File: src/kst_pkg.sv
package kst_pkg;

    localparam int KST_ENTRIES = 32;

    localparam int FUNC_W   = 2;
    localparam int KEY_W    = 64;
    localparam int VALUE_W  = 8;
    localparam int DEFAULT_W = 7;
    localparam int STATUS_W = 2;
    localparam int SLOT_W   = 5;

    typedef enum logic [FUNC_W-1:0] {
        FUNC_STORE  = 2'd0,
        FUNC_LOOKUP = 2'd1,
        FUNC_DELETE = 2'd2,
        FUNC_NONE   = 2'd3
    } func_t;

    typedef enum logic [STATUS_W-1:0] {
        ST_HIT    = 2'd0,
        ST_INSERT = 2'd1,
        ST_MISS   = 2'd2,
        ST_FULL   = 2'd3
    } status_t;

    typedef enum logic [1:0] {
        S_IDLE   = 2'd0,
        S_SCAN   = 2'd1,
        S_FINISH = 2'd2
    } state_t;

endpackage

File: src/keyed_setting_table.sv
// keyed_setting_table: small associative table of per-key 8-bit settings
//
// s_axis carries one request per transfer: tuser holds the operation
// (store, lookup, delete), tdata holds the 64-bit key and the value.
// m_axis returns exactly one result per request: tuser holds the status
// (hit, inserted, miss, full), tdata holds the lookup value and the slot.
// cfg_valid/cfg_data write the 7-bit default returned by a lookup miss;
// cfg_ready is always high.
//
// each request scans every slot of the key/value memory, one read per
// cycle through its single synchronous read port; a store then writes
// back at most once. a new request is taken only in the idle state, after
// the previous one has passed its scan and finish states.
// a finished result waits in the output register while the next request
// is accepted and scanned; the write-back and result load hold off while
// the receiver stalls with the output register still full.
// reset clears all valid marks at once, the default value and the output;
// key 0 never matches and never changes the table.
module keyed_setting_table #(
    parameter int ENTRIES = kst_pkg::KST_ENTRIES
) (
    input  logic        clk,
    input  logic        rst_n,
    input  logic        s_axis_tvalid,
    output logic        s_axis_tready,
    input  logic [71:0] s_axis_tdata,   // key[63:0], value[71:64]
    input  logic [1:0]  s_axis_tuser,   // func[1:0]
    output logic        m_axis_tvalid,
    input  logic        m_axis_tready,
    output logic [15:0] m_axis_tdata,   // value_out[7:0], slot[12:8], zero[15:13]
    output logic [1:0]  m_axis_tuser,   // status[1:0]
    input  logic        cfg_valid,
    output logic        cfg_ready,
    input  logic [6:0]  cfg_data
);

    localparam int IDX_W = (ENTRIES > 1) ? $clog2(ENTRIES) : 1;
    localparam int CNT_W = $clog2(ENTRIES + 1);
    localparam int KEY_W = kst_pkg::KEY_W;
    localparam int VAL_W = kst_pkg::VALUE_W;
    localparam int MEM_W = KEY_W + VAL_W;

    kst_pkg::state_t state_reg, state_next;

    logic [MEM_W-1:0] mem [ENTRIES];
    logic [MEM_W-1:0] rdata_reg;
    logic             mem_rd;
    logic             mem_we;
    logic [IDX_W-1:0] mem_wa;
    logic [MEM_W-1:0] mem_wd;

    logic [ENTRIES-1:0] valid_reg, valid_next;

    logic [kst_pkg::DEFAULT_W-1:0] default_reg;

    kst_pkg::func_t   func_reg;
    logic [KEY_W-1:0] key_reg;
    logic [VAL_W-1:0] value_reg;

    logic [CNT_W-1:0] rd_cnt_reg, rd_cnt_next;
    logic             pend_reg, pend_next;
    logic [IDX_W-1:0] pend_idx_reg, pend_idx_next;

    logic             match_reg, match_next;
    logic [IDX_W-1:0] match_idx_reg, match_idx_next;
    logic [VAL_W-1:0] match_val_reg, match_val_next;
    logic             free_reg, free_next;
    logic [IDX_W-1:0] free_idx_reg, free_idx_next;

    logic                      out_valid_reg, out_valid_next;
    kst_pkg::status_t          out_status_reg, out_status_next;
    logic [VAL_W-1:0]          out_value_reg, out_value_next;
    logic [kst_pkg::SLOT_W-1:0] out_slot_reg, out_slot_next;

    logic             in_xfer;
    logic             proceed;
    logic             scan_done;
    logic             key_nz;
    logic             hit_now;
    logic             load_out;
    logic [IDX_W-1:0] fin_idx;
    logic [IDX_W+4:0] slot_ext;

    assign in_xfer   = s_axis_tvalid && s_axis_tready;
    assign proceed   = !out_valid_reg || m_axis_tready;
    assign scan_done = (rd_cnt_reg == CNT_W'(ENTRIES));
    assign key_nz    = (key_reg != '0);
    assign hit_now   = pend_reg && valid_reg[pend_idx_reg] && key_nz
                       && (rdata_reg[KEY_W-1:0] == key_reg);
    assign fin_idx   = match_reg ? match_idx_reg : free_idx_reg;
    assign slot_ext  = {5'd0, fin_idx};

    assign s_axis_tready = (state_reg == kst_pkg::S_IDLE);
    assign cfg_ready     = 1'b1;
    assign m_axis_tvalid = out_valid_reg;
    assign m_axis_tuser  = out_status_reg;
    assign m_axis_tdata  = {3'd0, out_slot_reg, out_value_reg};

    // next state
    always_comb
    begin
        state_next = state_reg;
        case (state_reg)
            kst_pkg::S_IDLE:
            begin
                if (in_xfer)
                begin
                    state_next = kst_pkg::S_SCAN;
                end
            end
            kst_pkg::S_SCAN:
            begin
                if (scan_done && pend_reg)
                begin
                    state_next = kst_pkg::S_FINISH;
                end
            end
            kst_pkg::S_FINISH:
            begin
                if (proceed)
                begin
                    state_next = kst_pkg::S_IDLE;
                end
            end
            default:
            begin
                state_next = kst_pkg::S_IDLE;
            end
        endcase
    end

    // scan, write-back and result
    always_comb
    begin
        rd_cnt_next     = rd_cnt_reg;
        pend_next       = 1'b0;
        pend_idx_next   = pend_idx_reg;
        match_next      = match_reg;
        match_idx_next  = match_idx_reg;
        match_val_next  = match_val_reg;
        free_next       = free_reg;
        free_idx_next   = free_idx_reg;
        valid_next      = valid_reg;
        mem_rd          = 1'b0;
        mem_we          = 1'b0;
        mem_wa          = fin_idx;
        mem_wd          = {value_reg, key_reg};
        load_out        = 1'b0;
        out_status_next = kst_pkg::ST_MISS;
        out_value_next  = '0;
        out_slot_next   = '0;

        case (state_reg)
            kst_pkg::S_IDLE:
            begin
                rd_cnt_next = '0;
                match_next  = 1'b0;
                free_next   = 1'b0;
            end
            kst_pkg::S_SCAN:
            begin
                if (!scan_done)
                begin
                    mem_rd        = 1'b1;
                    pend_next     = 1'b1;
                    pend_idx_next = rd_cnt_reg[IDX_W-1:0];
                    rd_cnt_next   = rd_cnt_reg + 1'b1;
                end
                if (hit_now && !match_reg)
                begin
                    match_next     = 1'b1;
                    match_idx_next = pend_idx_reg;
                    match_val_next = rdata_reg[MEM_W-1:KEY_W];
                end
                if (pend_reg && !valid_reg[pend_idx_reg] && !free_reg)
                begin
                    free_next     = 1'b1;
                    free_idx_next = pend_idx_reg;
                end
            end
            kst_pkg::S_FINISH:
            begin
                load_out = proceed;
                case (func_reg)
                    kst_pkg::FUNC_STORE:
                    begin
                        if (!key_nz)
                        begin
                            out_status_next = kst_pkg::ST_MISS;
                        end
                        else if (match_reg)
                        begin
                            mem_we          = proceed;
                            out_status_next = kst_pkg::ST_HIT;
                            out_slot_next   = slot_ext[4:0];
                        end
                        else if (free_reg)
                        begin
                            mem_we          = proceed;
                            if (proceed)
                            begin
                                valid_next[free_idx_reg] = 1'b1;
                            end
                            out_status_next = kst_pkg::ST_INSERT;
                            out_slot_next   = slot_ext[4:0];
                        end
                        else
                        begin
                            out_status_next = kst_pkg::ST_FULL;
                        end
                    end
                    kst_pkg::FUNC_LOOKUP:
                    begin
                        if (match_reg)
                        begin
                            out_status_next = kst_pkg::ST_HIT;
                            out_value_next  = match_val_reg;
                            out_slot_next   = slot_ext[4:0];
                        end
                        else
                        begin
                            out_value_next = {1'b0, default_reg};
                        end
                    end
                    kst_pkg::FUNC_DELETE:
                    begin
                        if (match_reg)
                        begin
                            if (proceed)
                            begin
                                valid_next[match_idx_reg] = 1'b0;
                            end
                            out_status_next = kst_pkg::ST_HIT;
                            out_slot_next   = slot_ext[4:0];
                        end
                    end
                    default:
                    begin
                        out_status_next = kst_pkg::ST_MISS;
                    end
                endcase
            end
            default:
            begin
                rd_cnt_next = '0;
            end
        endcase

        if (load_out)
        begin
            out_valid_next = 1'b1;
        end
        else if (m_axis_tready)
        begin
            out_valid_next = 1'b0;
        end
        else
        begin
            out_valid_next = out_valid_reg;
        end
    end

    always_ff @(posedge clk or negedge rst_n)
    begin
        if (!rst_n)
        begin
            state_reg     <= kst_pkg::S_IDLE;
            valid_reg     <= '0;
            default_reg   <= '0;
            rd_cnt_reg    <= '0;
            pend_reg      <= 1'b0;
            match_reg     <= 1'b0;
            free_reg      <= 1'b0;
            out_valid_reg <= 1'b0;
        end
        else
        begin
            state_reg     <= state_next;
            valid_reg     <= valid_next;
            rd_cnt_reg    <= rd_cnt_next;
            pend_reg      <= pend_next;
            match_reg     <= match_next;
            free_reg      <= free_next;
            out_valid_reg <= out_valid_next;
            if (cfg_valid && cfg_ready)
            begin
                default_reg <= cfg_data;
            end
        end
    end

    always_ff @(posedge clk)
    begin
        if (in_xfer)
        begin
            func_reg  <= kst_pkg::func_t'(s_axis_tuser);
            key_reg   <= s_axis_tdata[KEY_W-1:0];
            value_reg <= s_axis_tdata[MEM_W-1:KEY_W];
        end
        pend_idx_reg  <= pend_idx_next;
        match_idx_reg <= match_idx_next;
        match_val_reg <= match_val_next;
        free_idx_reg  <= free_idx_next;
        if (load_out)
        begin
            out_status_reg <= out_status_next;
            out_value_reg  <= out_value_next;
            out_slot_reg   <= out_slot_next;
        end
    end

    // key/value memory
    always_ff @(posedge clk)
    begin
        if (mem_we)
        begin
            mem[mem_wa] <= mem_wd;
        end
        if (mem_rd)
        begin
            rdata_reg <= mem[rd_cnt_reg[IDX_W-1:0]];
        end
    end

    a_pend_in_scan: assert property (@(posedge clk) disable iff (!rst_n)
        pend_reg |-> (state_reg == kst_pkg::S_SCAN))
        else $error("compare pending outside scan");

    a_cnt_range: assert property (@(posedge clk) disable iff (!rst_n)
        rd_cnt_reg <= CNT_W'(ENTRIES))
        else $error("scan counter past table end");

    a_match_nz: assert property (@(posedge clk) disable iff (!rst_n)
        (match_reg && state_reg != kst_pkg::S_IDLE) |-> key_nz)
        else $error("reserved key matched");

    a_insert_valid: assert property (@(posedge clk) disable iff (!rst_n)
        (state_reg == kst_pkg::S_FINISH && proceed && func_reg == kst_pkg::FUNC_STORE
         && key_nz && !match_reg && free_reg) |=> valid_reg[$past(free_idx_reg)])
        else $error("inserted slot not marked valid");

    a_free_invalid: assert property (@(posedge clk) disable iff (!rst_n)
        (state_reg == kst_pkg::S_FINISH && free_reg) |-> !valid_reg[free_idx_reg])
        else $error("free slot already valid");

endmodule

File: config.mk
export PLATFORM = sky130hd
export DESIGN_NAME = keyed_setting_table
export DESIGN_NICKNAME = d
export VERILOG_FILES = /design/src/kst_pkg.sv /design/src/keyed_setting_table.sv
export SDC_FILE = /design/constraint.sdc
export NUM_CORES = 2
export LEC_CHECK = 0
export CORE_ASPECT_RATIO = 1.4
export CORE_MARGIN = 3
export CORE_UTILIZATION = 63
export CTS_CLUSTER_DIAMETER = 30
export DETAILED_ROUTE_END_ITERATION = 8
export DONT_BUFFER_PORTS = 1
export HOLD_SLACK_MARGIN = 0.1
export PLACE_DENSITY = 0.79
export SLEW_MARGIN = 20
export SYNTH_ARGS = -nofsm -noshare
export SYNTH_HDL_FRONTEND = slang
export SYNTH_SLANG_ARGS = --single-unit
File: constraint.sdc
create_clock -name clk -period 11.2 [get_ports clk]
set_input_delay 3.36 -clock clk [delete_from_list [all_inputs] [get_ports clk]]
set_output_delay 3.36 -clock clk [all_outputs]
set_load 0.005 [all_outputs]
# Word-level counts from Yosys, hierarchy flattened
# Memory sizes are Yosys's and may differ from the RTL's. A register that Yosys moved wholly into a read port is not among the register bits.
# Cells that the tools add are included.
# op_classes
n_addsub	1
n_lt_le_gt_ge	5
eq_ne	18
muxes	47
n_bitwise	5
n_reduce_logical	32
# ops
operator	n
$mux W32	6
$eq A64 B64 Y1	1
$pmux W32 S2	1
$reduce_bool A64 Y1	1
$and A32 B32 Y32	1
$not A32 Y32	1
$or A32 B32 Y32	1
$mux W5	5
$ne A2 B2 Y1 const B	11
$lt A5 B6 Y1 const B	3
$mux W1	17
$mux W2	7
$reduce_and A2 Y1	7
$pmux W6 S2	1
$demux W1 S5	2
$ge A5 B1 Y1 const B	2
$logic_and A1 B1 Y1	10
$pmux W5 S2	1
$reduce_and A8 Y1	1
$mux W7	1
$add A6 B1 Y6 const B	1
$eq A6 B6 Y1 const B	1
$mux W6	1
$pmux W2 S3	1
other kinds (13)	24
# word_totals
register_bits	163
mem_bits_rw	2304
input_bits	86
output_inout_bits	21
word_cells	128
memories	1
# memory_table
name	depth	word_bits	rd	rd_clocked_by_memory_dff	wr	line	rtl
mem	32	72	1	1	1	keyed_setting_table.sv:45	logic [MEM_W-1:0] mem [ENTRIES];

# Longest topological paths before layout
# logic_depth
depth_word	10
ltp_mapped	13
depth_no_buf	7

# Worst setup path after synthesis
# No wires, ideal clock.
# synth_timing
path_kind	in2reg
start	input m_axis_tready
end	memory mem[27][0] (netlist name) (enable)
setup_ns	0.681
arrival_time_ns	11.186
required_time_ns	10.519
slack_ns	-0.666
path_stages	5
n_path_buf	0
path_cell_list	nand2b_1 -> nand2_1 -> inv_1 -> nand2_1 -> nor4_1
# synth_between
elab_chain_cells	8
# synth_lines
element	line	rtl
start: declaration	keyed_setting_table.sv:29	input logic m_axis_tready,
$logic_or A1 B1 Y1 (*)	keyed_setting_table.sv:85	assign proceed = !out_valid_reg || m_axis_tready;
$mux W1	keyed_setting_table.sv:197	else if (free_reg)
$mux W1 (*)	keyed_setting_table.sv:191	else if (match_reg)
$mux W1 (*)	keyed_setting_table.sv:187	if (!key_nz)
$mux W1 (*)	keyed_setting_table.sv:184	case (func_reg)
$mux W1 (*)	keyed_setting_table.sv:153	case (state_reg)
$mux W1 (*)	keyed_setting_table.sv:315	if (mem_we)
$mux W1 (implied by the code) (*)	keyed_setting_table.sv:317	mem[mem_wa] <= mem_wd;
end: declaration	keyed_setting_table.sv:45	
# Every way passes the cells marked *; elsewhere a longest branch is shown, timed or not.

# Worst setup path after layout
# layout_timing
start	input m_axis_tready
end	memory mem[22][34] (netlist name) (enable)
# The elaborated chain is that of the path after synthesis.

==> flow_metrics.tcl <==
set metrics [dict create \
    status "finished clean" \
    drive_gt1_frac 0.289 \
    grt_usage 0.347 \
    fin_crit_sh 0.562 \
    synth_top_area_share 0.767 \
    dr.pass1.iters 9 \
    whs_ps 418 \
    start_util 0.635 \
    worstMarginPinSlew_ps 1350 \
    yosysWarnings 0 \
    wl_per_cell_um 38.5 \
    static-leakage-power_uw 0.0363 \
    row_count 170 \
    cts_buffer_depth 4 \
    die_area_um2 159000 \
    fillers 7510 \
    gp_routability_congestion 0.855 \
    slowest_stage "nor2_4" \
    cts_inserted_buffers 360 \
    crit_type "in -> reg" \
    period_needed_ps 6300 \
    netlist_top_cells_area "edfxtp_1 (77%), mux4_2 (12%), mux2i_1 (2.3%)" \
    yosysTopAreaCell "edfxtp_1" \
    timing.rr.start "rd_cnt_reg[1]$_DFFE_PN0P_" \
    register_area_um2 76000 \
    synth_cell_type_count 58 \
    ctsHoldBuffers 0 \
    nNetsFinal 4797 \
    synth_edf_count 2488 \
    fin_cells 7065 \
    path_cells "nand2b_1 > nand2_1 > nor3_1 > nand2_1 > nor2_4 > buf_4 > buf_4" \
    start_kind "input pin" \
    drc 0 \
    slowest_delay_ps 770 \
    postSynthAreaPerCell_um2 22.1 \
    htree_levels 5 \
    peakVddDrop_uv 236 \
    synthFlopType "edfxtp_1" \
    portBuffers 0 \
    ys_ff_latch 2539 \
    rr_worst_depth 7 \
    arrival_ps 6840 \
    hold_class "reg -> reg" \
    tritoncts "built" \
    grt.overflow.total 0 \
    synthesis.area_um2 97400 \
    coreArea_um2 153000 \
    fmax_mhz 159 \
    antenna_found_initial 18 \
    power_density_nw_per_um2 264 \
    yosysSeqAreaShare 0.781 \
    grt_pass1_vias 51900 \
    critPathCaptureType "flip-flop" \
    grt_max_degree 141 \
    fin_worst_skew_ps 71.7 \
    max_slew_margin 0.0910 \
    r2r-end "rdata_reg[5]$_DFFE_PP_" \
    required_ps 11740 \
    multi_input_area_um2 20400 \
    final.setup.tns_ps 0 \
    totalWireLength_um 272000 \
    worstPathMaxFanout 40 \
    synthToLayoutAreaGrowth_pct 15.9 \
    fp.dieW_um 338 \
    postSynthCellCount 4405 \
    critPathBufInv 2 \
    clkTransAtPathRegs_ps 60 \
    rsz0062_at_grt "false" \
    rrSetupSlack_ps 6060 \
    ant_nets 0 \
    cp_top_family "simple AND/OR/NAND/NOR gates" \
    largest_reg_flops 2304 \
    grt_pass1_wl_um 391000 \
    die_h_um 471 \
    routed-via-count 51400 \
    dp_cells 6404 \
    maxSlewViolCount 0 \
    maxCapViolations 0 \
    insertion_delay_ps 980 \
    vias_per_cell 7.28 \
    cts.sinks 2539 \
    ios 107 \
    cts_resized 0 \
    dp_hpwl_um 138000 \
    holdPathEnd "match_val_reg[4]$_DFFE_PP_" \
    cts_setup_buffers 0 \
    initialDrtViolationCount 9773 \
    root_buffer "clkbuf_16" \
    hp-start "rdata_reg[68]$_DFFE_PP_" \
    final-hold-violation-count 0 \
    synthArstFlopShare 0.0201 \
    min_delay_path_depth 0 \
    finalSetupViolCount 0 \
]
## metrics by stage
| step | area [um2] | setup slack [ps] | utilization | total power (uW) |
|---|---|---|---|---|
| 4_1_cts | 113000 | 5140 | 0.735 | 29600 |
| 6_report | 113000 | 4900 | 0.736 | 29800 |
| 3_5_place_dp | 100000 | 4200 | 0.655 | 17800 |
| 3_3_place_gp | 100000 | 4170 | 0.655 | 17700 |
| 5_1_grt | 113000 | 4890 | 0.736 | 30400 |
| 2_1_floorplan | 97400 | -666 | - | 15700 |
## synthesized netlist by cell type, types with 4 or more instances
| master | count |
|---|---|
| o221ai_1 | 95 |
| or3_1 | 4 |
| mux2_2 | 88 |
| nor3_1 | 34 |
| o22a_1 | 11 |
| o22ai_1 | 65 |
| a211oi_1 | 7 |
| nor2b_1 | 58 |
| buf_4 | 40 |
| a31oi_1 | 5 |
| o31ai_1 | 28 |
| nor4_1 | 30 |
| a221oi_1 | 9 |
| o311ai_0 | 14 |
| a21boi_0 | 25 |
| ha_1 | 6 |
| inv_1 | 18 |
| o32ai_1 | 5 |
| nor3b_1 | 4 |
| nor2_1 | 42 |
| o211ai_1 | 4 |
| buf_1 | 27 |
| buf_6 | 7 |
| edfxtp_1 | 2488 |
| clkbuf_1 | 108 |
| a21oi_1 | 38 |
| mux4_2 | 525 |
| nand3b_1 | 6 |
| nand2b_1 | 12 |
| nand3_1 | 7 |
| mux2i_1 | 227 |
| dfrtp_1 | 51 |
| nand4_1 | 21 |
| nand2_1 | 54 |
| xnor2_1 | 63 |
| o21ai_0 | 90 |
| buf_2 | 59 |
## cell families after synthesis
kind of cell    count (synthesis)  share of synthesized area
flops                        2539                      0.781
mux                           840                      0.155
compound gates                409                     0.0291
simple gates                  284                     0.0157
buf+inv                       259                     0.0128
xor+xnor                       66                    0.00594
fa+ha+maj                       6                   0.000771
other cells                     2                  0.0000771
## power by group
group | internal, uW | total [uW] | switching (uW) | leakage (uW)
sequential | 10800 | 11200 | 341 | 0.0231
clock | 7130 | 11700 | 4530 | 0.00598
combinational | 2790 | 6980 | 4180 | 0.00716
## cell type report
class | count | area share
Inverter | 18 | 0.000599
Sequential cell | 2539 | 0.674
Antenna cell | 8 | 0.000177
Multi-Input combinational cell | 1609 | 0.181
Timing Repair Buffer | 177 | 0.0129
Tap cell | 2064 | 0.0229
Clock inverter | 257 | 0.0274
Clock buffer | 393 | 0.0820
## routing by layer
layer / GRT usage / part of all wire / up-vias
met1: 0.469 / 0.33 / 26300
met3: 0.107 / 0.15 / 873
met4: 0.153 / 0.053 / 14
li1: - / - / 19400
met2: 0.531 / 0.47 / 4884
met5: 0 / 0.00036 / -
## layout by cell type, fill, tap and decap left out, types with 52 or more instances in the layout
cell / count
edfxtp_1: 2488
mux4_2: 525
clkbuf_16: 365
mux2i_1: 226
buf_4: 166
o221ai_1: 95
o21ai_0: 90
mux2_2: 88
o22ai_1: 65
xnor2_1: 63
nor2b_1: 57
inv_6: 57
nand2_1: 52
## worst max path at each step
stage	start	endpoint	slack, ps	cells after the start
after floorplan	m_axis_tready	mem[27][0]$_DFFE_PP_	-670	5
after global placement	m_axis_tready	mem[6][64]$_DFFE_PP_	4170	6
after detailed placement	m_axis_tready	mem[22][34]$_DFFE_PP_	4200	7
after CTS	m_axis_tready	mem[31][69]$_DFFE_PP_	5140	7
after global routing	m_axis_tready	mem[22][29]$_DFFE_PP_	4890	7
final	m_axis_tready	mem[22][34]$_DFFE_PP_	4900	7
Power figures use the tool's default switching activity.
